[src/design/lcdn_pkg.sv]
`timescale 1ns / 1ps
`default_nettype none

package lcdn_pkg;

    localparam int MAX_DIGITS  = 4;
    localparam int VALUE_W     = 16;
    localparam int UNITS_W     = 8;
    localparam int WAITS_W     = 3;
    localparam int BCD_ITER_W  = $clog2(VALUE_W);
    localparam int DIGIT_IDX_W = (MAX_DIGITS > 1) ? $clog2(MAX_DIGITS) : 1;
    localparam int PC_W        = 5;
    localparam int CNT_W       = 3;

    localparam logic [3:0] INIT_NIBBLE  = 4'b0010;
    localparam logic [7:0] FUNCTION_SET = 8'b0010_0011;
    localparam logic [7:0] DISPLAY_ON   = 8'b0000_1100;
    localparam logic [7:0] ENTRY_MODE   = 8'b0000_0110;
    localparam logic [7:0] CHAR_ZERO    = 8'h30;

    localparam logic [UNITS_W-1:0] NIBBLE_HIGH_RESET = 8'd8;
    localparam logic [UNITS_W-1:0] NIBBLE_LOW_RESET  = 8'd2;
    localparam logic [UNITS_W-1:0] WAIT_HIGH_RESET   = 8'd2;
    localparam logic [UNITS_W-1:0] WAIT_LOW_RESET    = 8'd2;
    localparam logic [WAITS_W-1:0] WAITS_RESET       = 3'd2;
    localparam logic [CNT_W-1:0]   WAITS_MAX         = 3'd4;
    localparam logic [CNT_W-1:0]   INIT_WAITS        = 3'd2;

    typedef logic [PC_W-1:0] pc_t;

    localparam pc_t PC_INIT  = 5'd0;
    localparam pc_t PC_INSTR = 5'd15;
    localparam pc_t PC_CHAR  = 5'd18;
    localparam pc_t PC_NUM   = 5'd20;
    localparam pc_t PC_DIGIT = 5'd21;
    localparam pc_t PC_LAST  = 5'd22;

    typedef enum logic [1:0] {
        CMD_INIT  = 2'd0,
        CMD_INSTR = 2'd1,
        CMD_CHAR  = 2'd2,
        CMD_NUM   = 2'd3
    } cmd_t;

    typedef enum logic [2:0] {
        REG_NIBBLE_HIGH = 3'd0,
        REG_NIBBLE_LOW  = 3'd1,
        REG_WAIT_HIGH   = 3'd2,
        REG_WAIT_LOW    = 3'd3,
        REG_WAITS       = 3'd4
    } cfg_idx_t;

    typedef enum logic [1:0] {
        SRC_CONST   = 2'd0,
        SRC_BYTE_HI = 2'd1,
        SRC_BYTE_LO = 2'd2,
        SRC_DIGIT   = 2'd3
    } src_t;

    typedef enum logic [2:0] {
        SEQ_NEXT        = 3'd0,
        SEQ_END         = 3'd1,
        SEQ_END_IF_ZERO = 3'd2,
        SEQ_REPEAT      = 3'd3,
        SEQ_JUMP_BACK   = 3'd4
    } seq_t;

    typedef struct packed {
        logic       emit;
        src_t       src;
        logic [3:0] konst;
        logic       rs;
        logic       released;
        seq_t       seq;
        pc_t        target;
    } ucode_t;

    function automatic ucode_t nib_word(input logic [3:0] k, input seq_t s);
        ucode_t w;
        w = '{emit: 1'b1, src: SRC_CONST, konst: k, rs: 1'b0, released: 1'b0,
              seq: s, target: PC_INIT};
        return w;
    endfunction

    function automatic ucode_t byte_word(input src_t src, input logic rs, input seq_t s);
        ucode_t w;
        w = '{emit: 1'b1, src: src, konst: 4'h0, rs: rs, released: 1'b0,
              seq: s, target: PC_INIT};
        return w;
    endfunction

    function automatic ucode_t wait_word(input seq_t s);
        ucode_t w;
        w = '{emit: 1'b1, src: SRC_CONST, konst: 4'h0, rs: 1'b0, released: 1'b1,
              seq: s, target: PC_INIT};
        return w;
    endfunction

    function automatic ucode_t ucode_rom(input pc_t pc);
        ucode_t w;
        case (pc)
            5'd0:  w = nib_word(INIT_NIBBLE, SEQ_NEXT);
            5'd1:  w = wait_word(SEQ_NEXT);
            5'd2:  w = wait_word(SEQ_NEXT);
            5'd3:  w = nib_word(FUNCTION_SET[7:4], SEQ_NEXT);
            5'd4:  w = nib_word(FUNCTION_SET[3:0], SEQ_NEXT);
            5'd5:  w = wait_word(SEQ_NEXT);
            5'd6:  w = wait_word(SEQ_NEXT);
            5'd7:  w = nib_word(DISPLAY_ON[7:4], SEQ_NEXT);
            5'd8:  w = nib_word(DISPLAY_ON[3:0], SEQ_NEXT);
            5'd9:  w = wait_word(SEQ_NEXT);
            5'd10: w = wait_word(SEQ_NEXT);
            5'd11: w = nib_word(ENTRY_MODE[7:4], SEQ_NEXT);
            5'd12: w = nib_word(ENTRY_MODE[3:0], SEQ_NEXT);
            5'd13: w = wait_word(SEQ_NEXT);
            5'd14: w = wait_word(SEQ_END);
            5'd15: w = byte_word(SRC_BYTE_HI, 1'b0, SEQ_NEXT);
            5'd16: w = byte_word(SRC_BYTE_LO, 1'b0, SEQ_END_IF_ZERO);
            5'd17: w = wait_word(SEQ_REPEAT);
            5'd18: w = byte_word(SRC_BYTE_HI, 1'b1, SEQ_NEXT);
            5'd19: w = byte_word(SRC_BYTE_LO, 1'b1, SEQ_END);
            5'd20: begin
                w = byte_word(SRC_CONST, 1'b1, SEQ_NEXT);
                w.emit = 1'b0;
            end
            5'd21: begin
                w = byte_word(SRC_CONST, 1'b1, SEQ_NEXT);
                w.konst = CHAR_ZERO[7:4];
            end
            5'd22: begin
                w = byte_word(SRC_DIGIT, 1'b1, SEQ_JUMP_BACK);
                w.target = PC_DIGIT;
            end
            default: w = wait_word(SEQ_END);
        endcase
        return w;
    endfunction

endpackage

`default_nettype wire

[src/design/lcdn_bcd.sv]
`timescale 1ns / 1ps
`default_nettype none

module lcdn_bcd
    import lcdn_pkg::*;
(
    input  wire logic                         aclk,
    input  wire logic                         aresetn,
    input  wire logic                         start,
    input  wire logic [VALUE_W-1:0]           bin,
    output logic                              busy,
    output logic [MAX_DIGITS-1:0][3:0]        digits
);

    logic                              busy_reg, busy_next;
    logic [BCD_ITER_W-1:0]             iter_reg, iter_next;
    logic [VALUE_W-1:0]                bin_reg, bin_next;
    logic [MAX_DIGITS-1:0][3:0]        dig_reg, dig_next;
    logic [MAX_DIGITS-1:0][3:0]        adj;
    logic [4*MAX_DIGITS-1:0]           adj_flat;

    always_comb begin
        for (int i = 0; i < MAX_DIGITS; i++) begin
            adj[i] = (dig_reg[i] >= 4'd5) ? dig_reg[i] + 4'd3 : dig_reg[i];
        end
    end

    assign adj_flat = adj;

    always_comb begin
        busy_next = busy_reg;
        iter_next = iter_reg;
        bin_next  = bin_reg;
        dig_next  = dig_reg;
        if (start) begin
            busy_next = 1'b1;
            iter_next = '0;
            bin_next  = bin;
            dig_next  = '0;
        end else if (busy_reg) begin
            dig_next  = {adj_flat[4*MAX_DIGITS-2:0], bin_reg[VALUE_W-1]};
            bin_next  = {bin_reg[VALUE_W-2:0], 1'b0};
            iter_next = iter_reg + 1'b1;
            if (iter_reg == BCD_ITER_W'(VALUE_W - 1)) begin
                busy_next = 1'b0;
            end
        end
    end

    always_ff @(posedge aclk) begin
        if (!aresetn) begin
            busy_reg <= 1'b0;
        end else begin
            busy_reg <= busy_next;
        end
        iter_reg <= iter_next;
        bin_reg  <= bin_next;
        dig_reg  <= dig_next;
    end

    assign busy   = busy_reg;
    assign digits = dig_reg;

endmodule

`default_nettype wire

[src/design/char_lcd_nibble_sequencer.sv]
`timescale 1ns / 1ps
`default_nettype none

// Turns requests for a character display on a 4-bit bus into enable pulses.
// A request beat on the s_ channel carries a command, a value and a digit
// count. Each m_ beat is one enable pulse: register select and bus release
// in m_tuser, the nibble and the high and low hold times in m_tdata, and
// m_tlast on the final pulse of the request.
// Pulses come out of a microcode table, one step per cycle unless a step
// waits on a full output register or on the converter. While the receiver
// keeps m_tready high, the request is latched into the program counter, the
// first pulse then goes into the output register and the rest follow one per
// cycle. Init gives 15 pulses, an instruction 2 plus up to 4 busy-wait
// pulses, a character 2, and a number 2 per digit after BCD conversion.
// One request is in work at a time; s_tready returns high at the same edge
// that loads the last pulse into the output register. A stalled receiver
// holds the output register and the sequencer waits on it. Reset empties
// the output register, idles the sequencer and loads the default hold times.
// Registers are to be written over the APB port only while idle; unchecked.
module char_lcd_nibble_sequencer
    import lcdn_pkg::*;
(
    input  wire logic        aclk,
    input  wire logic        aresetn,
    input  wire logic        s_tvalid,
    output logic             s_tready,
    input  wire logic [23:0] s_tdata,   // command[1:0], value[17:2], digit_code[19:18]
    output logic             m_tvalid,
    input  wire logic        m_tready,
    output logic [23:0]      m_tdata,   // nibble[3:0], high_units[11:4], low_units[19:12]
    output logic [1:0]       m_tuser,   // reg_select[0], bus_released[1]
    output logic             m_tlast,
    input  wire logic        psel,
    input  wire logic        penable,
    input  wire logic        pwrite,
    input  wire logic [4:0]  paddr,
    input  wire logic [31:0] pwdata,
    output logic [31:0]      prdata,
    output logic             pready
);

    logic [UNITS_W-1:0] nib_high_reg, nib_low_reg, wait_high_reg, wait_low_reg;
    logic [WAITS_W-1:0] waits_reg;
    logic               cfg_write;

    logic               busy_reg, busy_next;
    pc_t                pc_reg, pc_next;
    logic [CNT_W-1:0]   cnt_reg, cnt_next;
    logic [7:0]         byte_reg, byte_next;

    logic               m_valid_reg, m_valid_next;
    logic [23:0]        m_data_reg, m_data_next;
    logic [1:0]         m_user_reg, m_user_next;
    logic               m_last_reg, m_last_next;

    cmd_t               in_cmd;
    logic [VALUE_W-1:0] in_value;
    logic [1:0]         in_dcode;
    logic               in_accept;

    ucode_t             uw;
    logic               out_free;
    logic               step_go;
    logic               finish;
    logic [3:0]         nib;
    logic [UNITS_W-1:0] hi_units, lo_units;
    logic [CNT_W-1:0]   waits_sat;
    logic [CNT_W-1:0]   digit_count;
    logic [DIGIT_IDX_W-1:0]          digit_idx;
    logic [CNT_W-1:0]                cnt_minus;
    logic                            bcd_start, bcd_busy;
    logic [MAX_DIGITS-1:0][3:0]      bcd_digits;

    assign pready    = 1'b1;
    assign cfg_write = psel && penable && pwrite && pready;

    always_ff @(posedge aclk) begin
        if (!aresetn) begin
            nib_high_reg  <= NIBBLE_HIGH_RESET;
            nib_low_reg   <= NIBBLE_LOW_RESET;
            wait_high_reg <= WAIT_HIGH_RESET;
            wait_low_reg  <= WAIT_LOW_RESET;
            waits_reg     <= WAITS_RESET;
        end else if (cfg_write) begin
            case (cfg_idx_t'(paddr[4:2]))
                REG_NIBBLE_HIGH: nib_high_reg  <= pwdata[UNITS_W-1:0];
                REG_NIBBLE_LOW:  nib_low_reg   <= pwdata[UNITS_W-1:0];
                REG_WAIT_HIGH:   wait_high_reg <= pwdata[UNITS_W-1:0];
                REG_WAIT_LOW:    wait_low_reg  <= pwdata[UNITS_W-1:0];
                REG_WAITS:       waits_reg     <= pwdata[WAITS_W-1:0];
                default: ;
            endcase
        end
    end

    always_comb begin
        case (cfg_idx_t'(paddr[4:2]))
            REG_NIBBLE_HIGH: prdata = 32'(nib_high_reg);
            REG_NIBBLE_LOW:  prdata = 32'(nib_low_reg);
            REG_WAIT_HIGH:   prdata = 32'(wait_high_reg);
            REG_WAIT_LOW:    prdata = 32'(wait_low_reg);
            REG_WAITS:       prdata = 32'(waits_reg);
            default:         prdata = '0;
        endcase
    end

    assign in_cmd    = cmd_t'(s_tdata[1:0]);
    assign in_value  = s_tdata[17:2];
    assign in_dcode  = s_tdata[19:18];
    assign s_tready  = !busy_reg;
    assign in_accept = s_tvalid && s_tready;

    assign waits_sat = (CNT_W'(waits_reg) > WAITS_MAX) ? WAITS_MAX : CNT_W'(waits_reg);

    always_comb begin
        case (in_dcode)
            2'd0:    digit_count = CNT_W'(1);
            2'd1:    digit_count = CNT_W'(2);
            default: digit_count = CNT_W'(MAX_DIGITS);
        endcase
    end

    assign bcd_start = in_accept && (in_cmd == CMD_NUM);

    lcdn_bcd u_bcd (
        .aclk    (aclk),
        .aresetn (aresetn),
        .start   (bcd_start),
        .bin     (in_value),
        .busy    (bcd_busy),
        .digits  (bcd_digits)
    );

    assign uw        = ucode_rom(pc_reg);
    assign out_free  = !m_valid_reg || m_tready;
    assign step_go   = busy_reg && (uw.emit ? out_free : !bcd_busy);
    assign cnt_minus = cnt_reg - 1'b1;
    assign digit_idx = cnt_minus[DIGIT_IDX_W-1:0];

    always_comb begin
        case (uw.seq)
            SEQ_END:         finish = 1'b1;
            SEQ_END_IF_ZERO: finish = (cnt_reg == '0);
            SEQ_REPEAT:      finish = (cnt_reg == CNT_W'(1));
            SEQ_JUMP_BACK:   finish = (cnt_reg == CNT_W'(1));
            default:         finish = 1'b0;
        endcase
    end

    always_comb begin
        case (uw.src)
            SRC_BYTE_HI: nib = byte_reg[7:4];
            SRC_BYTE_LO: nib = byte_reg[3:0];
            SRC_DIGIT:   nib = CHAR_ZERO[3:0] + bcd_digits[digit_idx];
            default:     nib = uw.konst;
        endcase
        hi_units = uw.released ? wait_high_reg : nib_high_reg;
        lo_units = uw.released ? wait_low_reg : nib_low_reg;
    end

    always_comb begin
        busy_next = busy_reg;
        pc_next   = pc_reg;
        cnt_next  = cnt_reg;
        byte_next = byte_reg;
        if (in_accept) begin
            busy_next = 1'b1;
            byte_next = in_value[7:0];
            case (in_cmd)
                CMD_INIT: begin
                    pc_next  = PC_INIT;
                    cnt_next = INIT_WAITS;
                end
                CMD_INSTR: begin
                    pc_next  = PC_INSTR;
                    cnt_next = waits_sat;
                end
                CMD_CHAR: begin
                    pc_next  = PC_CHAR;
                    cnt_next = '0;
                end
                default: begin
                    pc_next  = PC_NUM;
                    cnt_next = digit_count;
                end
            endcase
        end else if (step_go) begin
            if (finish) begin
                busy_next = 1'b0;
            end else begin
                case (uw.seq)
                    SEQ_REPEAT: cnt_next = cnt_minus;
                    SEQ_JUMP_BACK: begin
                        cnt_next = cnt_minus;
                        pc_next  = uw.target;
                    end
                    default: pc_next = pc_reg + 1'b1;
                endcase
            end
        end
    end

    always_comb begin
        m_valid_next = m_valid_reg;
        m_data_next  = m_data_reg;
        m_user_next  = m_user_reg;
        m_last_next  = m_last_reg;
        if (m_tready) begin
            m_valid_next = 1'b0;
        end
        if (step_go && uw.emit) begin
            m_valid_next = 1'b1;
            m_data_next  = {4'b0, lo_units, hi_units, nib};
            m_user_next  = {uw.released, uw.rs};
            m_last_next  = finish;
        end
    end

    always_ff @(posedge aclk) begin
        if (!aresetn) begin
            busy_reg    <= 1'b0;
            pc_reg      <= PC_INIT;
            cnt_reg     <= '0;
            m_valid_reg <= 1'b0;
        end else begin
            busy_reg    <= busy_next;
            pc_reg      <= pc_next;
            cnt_reg     <= cnt_next;
            m_valid_reg <= m_valid_next;
        end
        byte_reg   <= byte_next;
        m_data_reg <= m_data_next;
        m_user_reg <= m_user_next;
        m_last_reg <= m_last_next;
    end

    assign m_tvalid = m_valid_reg;
    assign m_tdata  = m_data_reg;
    assign m_tuser  = m_user_reg;
    assign m_tlast  = m_last_reg;

    a_busy_after_accept: assert property (@(posedge aclk) disable iff (!aresetn)
        in_accept |=> !s_tready)
        else $error("sequencer not busy after a request was taken");

    a_cnt_range: assert property (@(posedge aclk) disable iff (!aresetn)
        cnt_reg <= CNT_W'(MAX_DIGITS) || cnt_reg <= WAITS_MAX)
        else $error("step counter out of range");

    a_pc_range: assert property (@(posedge aclk) disable iff (!aresetn)
        busy_reg |-> pc_reg <= PC_LAST)
        else $error("program counter beyond the microcode table");

    a_released_beat: assert property (@(posedge aclk) disable iff (!aresetn)
        (m_tvalid && m_tuser[1]) |-> (m_tdata[3:0] == 4'h0 && !m_tuser[0]))
        else $error("busy-wait beat carries data or register select");

endmodule

`default_nettype wire

[config.mk]
export PLATFORM = sky130hd
export DESIGN_NAME = char_lcd_nibble_sequencer
export DESIGN_NICKNAME = d
export VERILOG_FILES = /design/src/design/lcdn_pkg.sv /design/src/design/lcdn_bcd.sv /design/src/design/char_lcd_nibble_sequencer.sv
export SDC_FILE = /design/constraint.sdc
export NUM_CORES = 1
export LEC_CHECK = 0
export BUFFER_PORTS_ARGS = -buffer_cell sky130_fd_sc_hd__buf_2
export CAP_MARGIN = 20
export CORE_MARGIN = 10
export CORE_UTILIZATION = 43
export DETAILED_ROUTE_END_ITERATION = 8
export GPL_TIMING_DRIVEN = 1
export PLACE_DENSITY = 0.66
export SETUP_SLACK_MARGIN = 0.5
export SLEW_MARGIN = 10
export SYNTH_ARGS = -nofsm -noshare
export SYNTH_HDL_FRONTEND = slang
export SYNTH_SLANG_ARGS = --single-unit
[constraint.sdc]
create_clock -name aclk -period 7.8 [get_ports aclk]
set_clock_uncertainty 0.2 [all_clocks]
set_input_delay 1.17 -clock aclk [delete_from_list [all_inputs] [get_ports aclk]]
set_output_delay 1.17 -clock aclk [all_outputs]
set_load 0.02 [all_outputs]
==> qor.csv <==
metric,value,unit
Gate Count Post-Synth,616,
pin count of the biggest net entering global routing,36,
Post-synth EDFFs,47,
Post-CTS Setup Inserts,0,
final setup TNS,0,ps
Detailed Routing Iterations Pass 1,4,
"commonest cells after routing, fill and taps aside","nand2_1, dfxtp_1, buf_2",
Worst VDD drop,0.175,mV
"Cell Area, Synth",6350,µm²
Period minus WS final,4110,ps
top-level port count,130,
H-tree levels,4,
antenna violations before repair,0,
Max Freq,243,MHz
DIE WIDTH,142,µm
Synth area leaders,"dfxtp_1, edfxtp_1, mux2i_1",
hold_ws,215,ps
Required @ worst endpoint,6430,ps
dominant synthesized flop cell,dfxtp_1,
clk buf depth,2,
sequential fraction of the synthesis area,46.8,%
# rows,44,
Netlist cell types,71,
first-pass GRT wire length,23400,µm
crit path launch type,primary input,
worst setup margin,3690,ps
Hold Path Class,reg -> reg,
outcome,"complete, no violations",
CP max FO,16,
worst skew pair latency,420,ps
Sink Count,125,
power density over the cells,254,nW/µm²
drt initial violations,225,
vias per inst,5.20,
GR peak layer,met2,
Async SR Flop Fraction,0,%
most area-hungry cell type in the Yosys netlist,dfxtp_1,
area grow syn2layout,14.5,%
Port Buffer Count,70,
Worst setup EP type,output pin,
WS Path Type,in -> out,
post-DR wirelength/cell,16.5,µm
Layout fillers,1316,
leakage,2.98,nW
Mapped Avg Cell Area,10.3,µm²
Vias,4552,
Die H,142,µm
register bit total from synthesis,125,
max-cap violations,0,
total gr overflow,0,
CTS Buf Count,17,
Die Footprint,20000,µm²
cts hold-fix bufs,0,
Core Region,14500,µm²
met2 GRT Util,24.7,%
final setup vio count,0,
clk slew on worst S/H paths,60,ps
Final nets,769,
met3 Use GR,4.67,%
RSZ-0062 raised after global routing,no,
gr usage total,14.4,%
CTS root buf,clkbuf_16,
Total Wirelength,14400,µm
slew at the pin closest to its max-slew limit,924,ps
CTS tree,yes,
share of cells above drive strength 1,23.6,%
Slew Limit Headroom,38.3,%
top-area cell type share of the netlist area,24.6,%
Placer Congestion,0.824,
final HPWL from detailed placement,10300,µm
Antenna Nets Post-Route,0,
Reg area,2970,µm²
met1 Track Usage GR,16.2,%
Final Max Tran Viols,0,
max reg flops,20,
Tcrit/Tclk final,52.7,%
vias in the first global route,4663,
Starting Density,43.9,%
Multi-input gate area,3040,µm²
pre-CTS WS,3720,ps
Worst Path Arrival,2740,ps
Fin. Hold Viols,0,
DRC viols,0,
"commonest non-fill, non-tap cell in the layout",nand2_1,
"Gates resized, CTS repair",0,
YS warnings,0,
-- worst max-delay path, stage by stage --
cell and delay (ps):
buf_2 220, nor2_1 710, a22oi_1 200, o22ai_1 220, buf_2 210
-- path summary, 6_finish.rpt --
path | from | end | slack [ps] | cells past startpoint
setup / recovery | paddr[3] | prdata[2] | 3690 | 5
hold / removal | uw[9] | m_tuser[0] | 210 | 0
setup reg to reg | busy_reg | uw[8] | 4520 | 9
hold reg to reg | uw[9] | m_tuser[0] | 210 | 0
-- synth_stat cells, types with 4 or more instances --
cell      instances
nor2b_1           9
mux2i_1          36
inv_1            23
ha_1             24
nand3_1          21
buf_4            30
mux2_2           20
nor2_1           53
buf_2             4
xnor2_1           8
edfxtp_1         47
nand3b_1          4
nand2b_1          7
a22oi_1           6
clkbuf_1         20
dfxtp_1          78
xor2_1            6
o22ai_1           4
nand2_1          86
mux4_2           13
o211ai_1          5
a21oi_1          29
o21ai_0          14
-- area by class of cell --
cell class / count / area share (%)
multi-input cells: 435 / 41.8
diodes: 1 / 0.0344
clock buffers: 20 / 6.00
well taps: 184 / 3.17
repair buffers: 74 / 5.23
clock inverters: 12 / 1.67
flip-flops and latches: 125 / 40.9
inverters: 24 / 1.24
-- power breakdown --
| part | total [W] | internal (W) | switching [W] |
|---|---|---|---|
| registers | 0.000807 | 0.000743 | 0.0000633 |
| logic | 0.000287 | 0.000120 | 0.000167 |
| clock network | 0.000752 | 0.000466 | 0.000285 |
-- metrics by stage --
stage          utilization (%)  total power [W]  cell area, µm²  std cells
6_report                  50.2          0.00185            7270        875
5_1_grt                   50.2          0.00193            7270        874
4_1_cts                   50.2          0.00186            7270        874
3_5_place_dp              46.4          0.00111            6710        842
3_3_place_gp              46.4          0.00109            6710        842
2_1_floorplan                -          0.00103            6450        643
-- layer usage --
metal	routed length (µm)	share of wire, %	vias up
met5	0	0	-
met4	212	1.5	0
met3	790	5.5	21
met2	7380	51	104
met1	6050	42	2198
li1	-	-	2229
-- cells by family after synthesis --
logic type	after synthesis	synth area share, %
flops	125	46.8
buf+inv	83	7.11
fa+ha+maj	24	4.73
xor+xnor	14	1.93
simple gates	209	15.5
compound gates	90	9.95
other cells	2	0.118
mux	69	13.8
No activity file was read; power rests on OpenSTA's default activity.
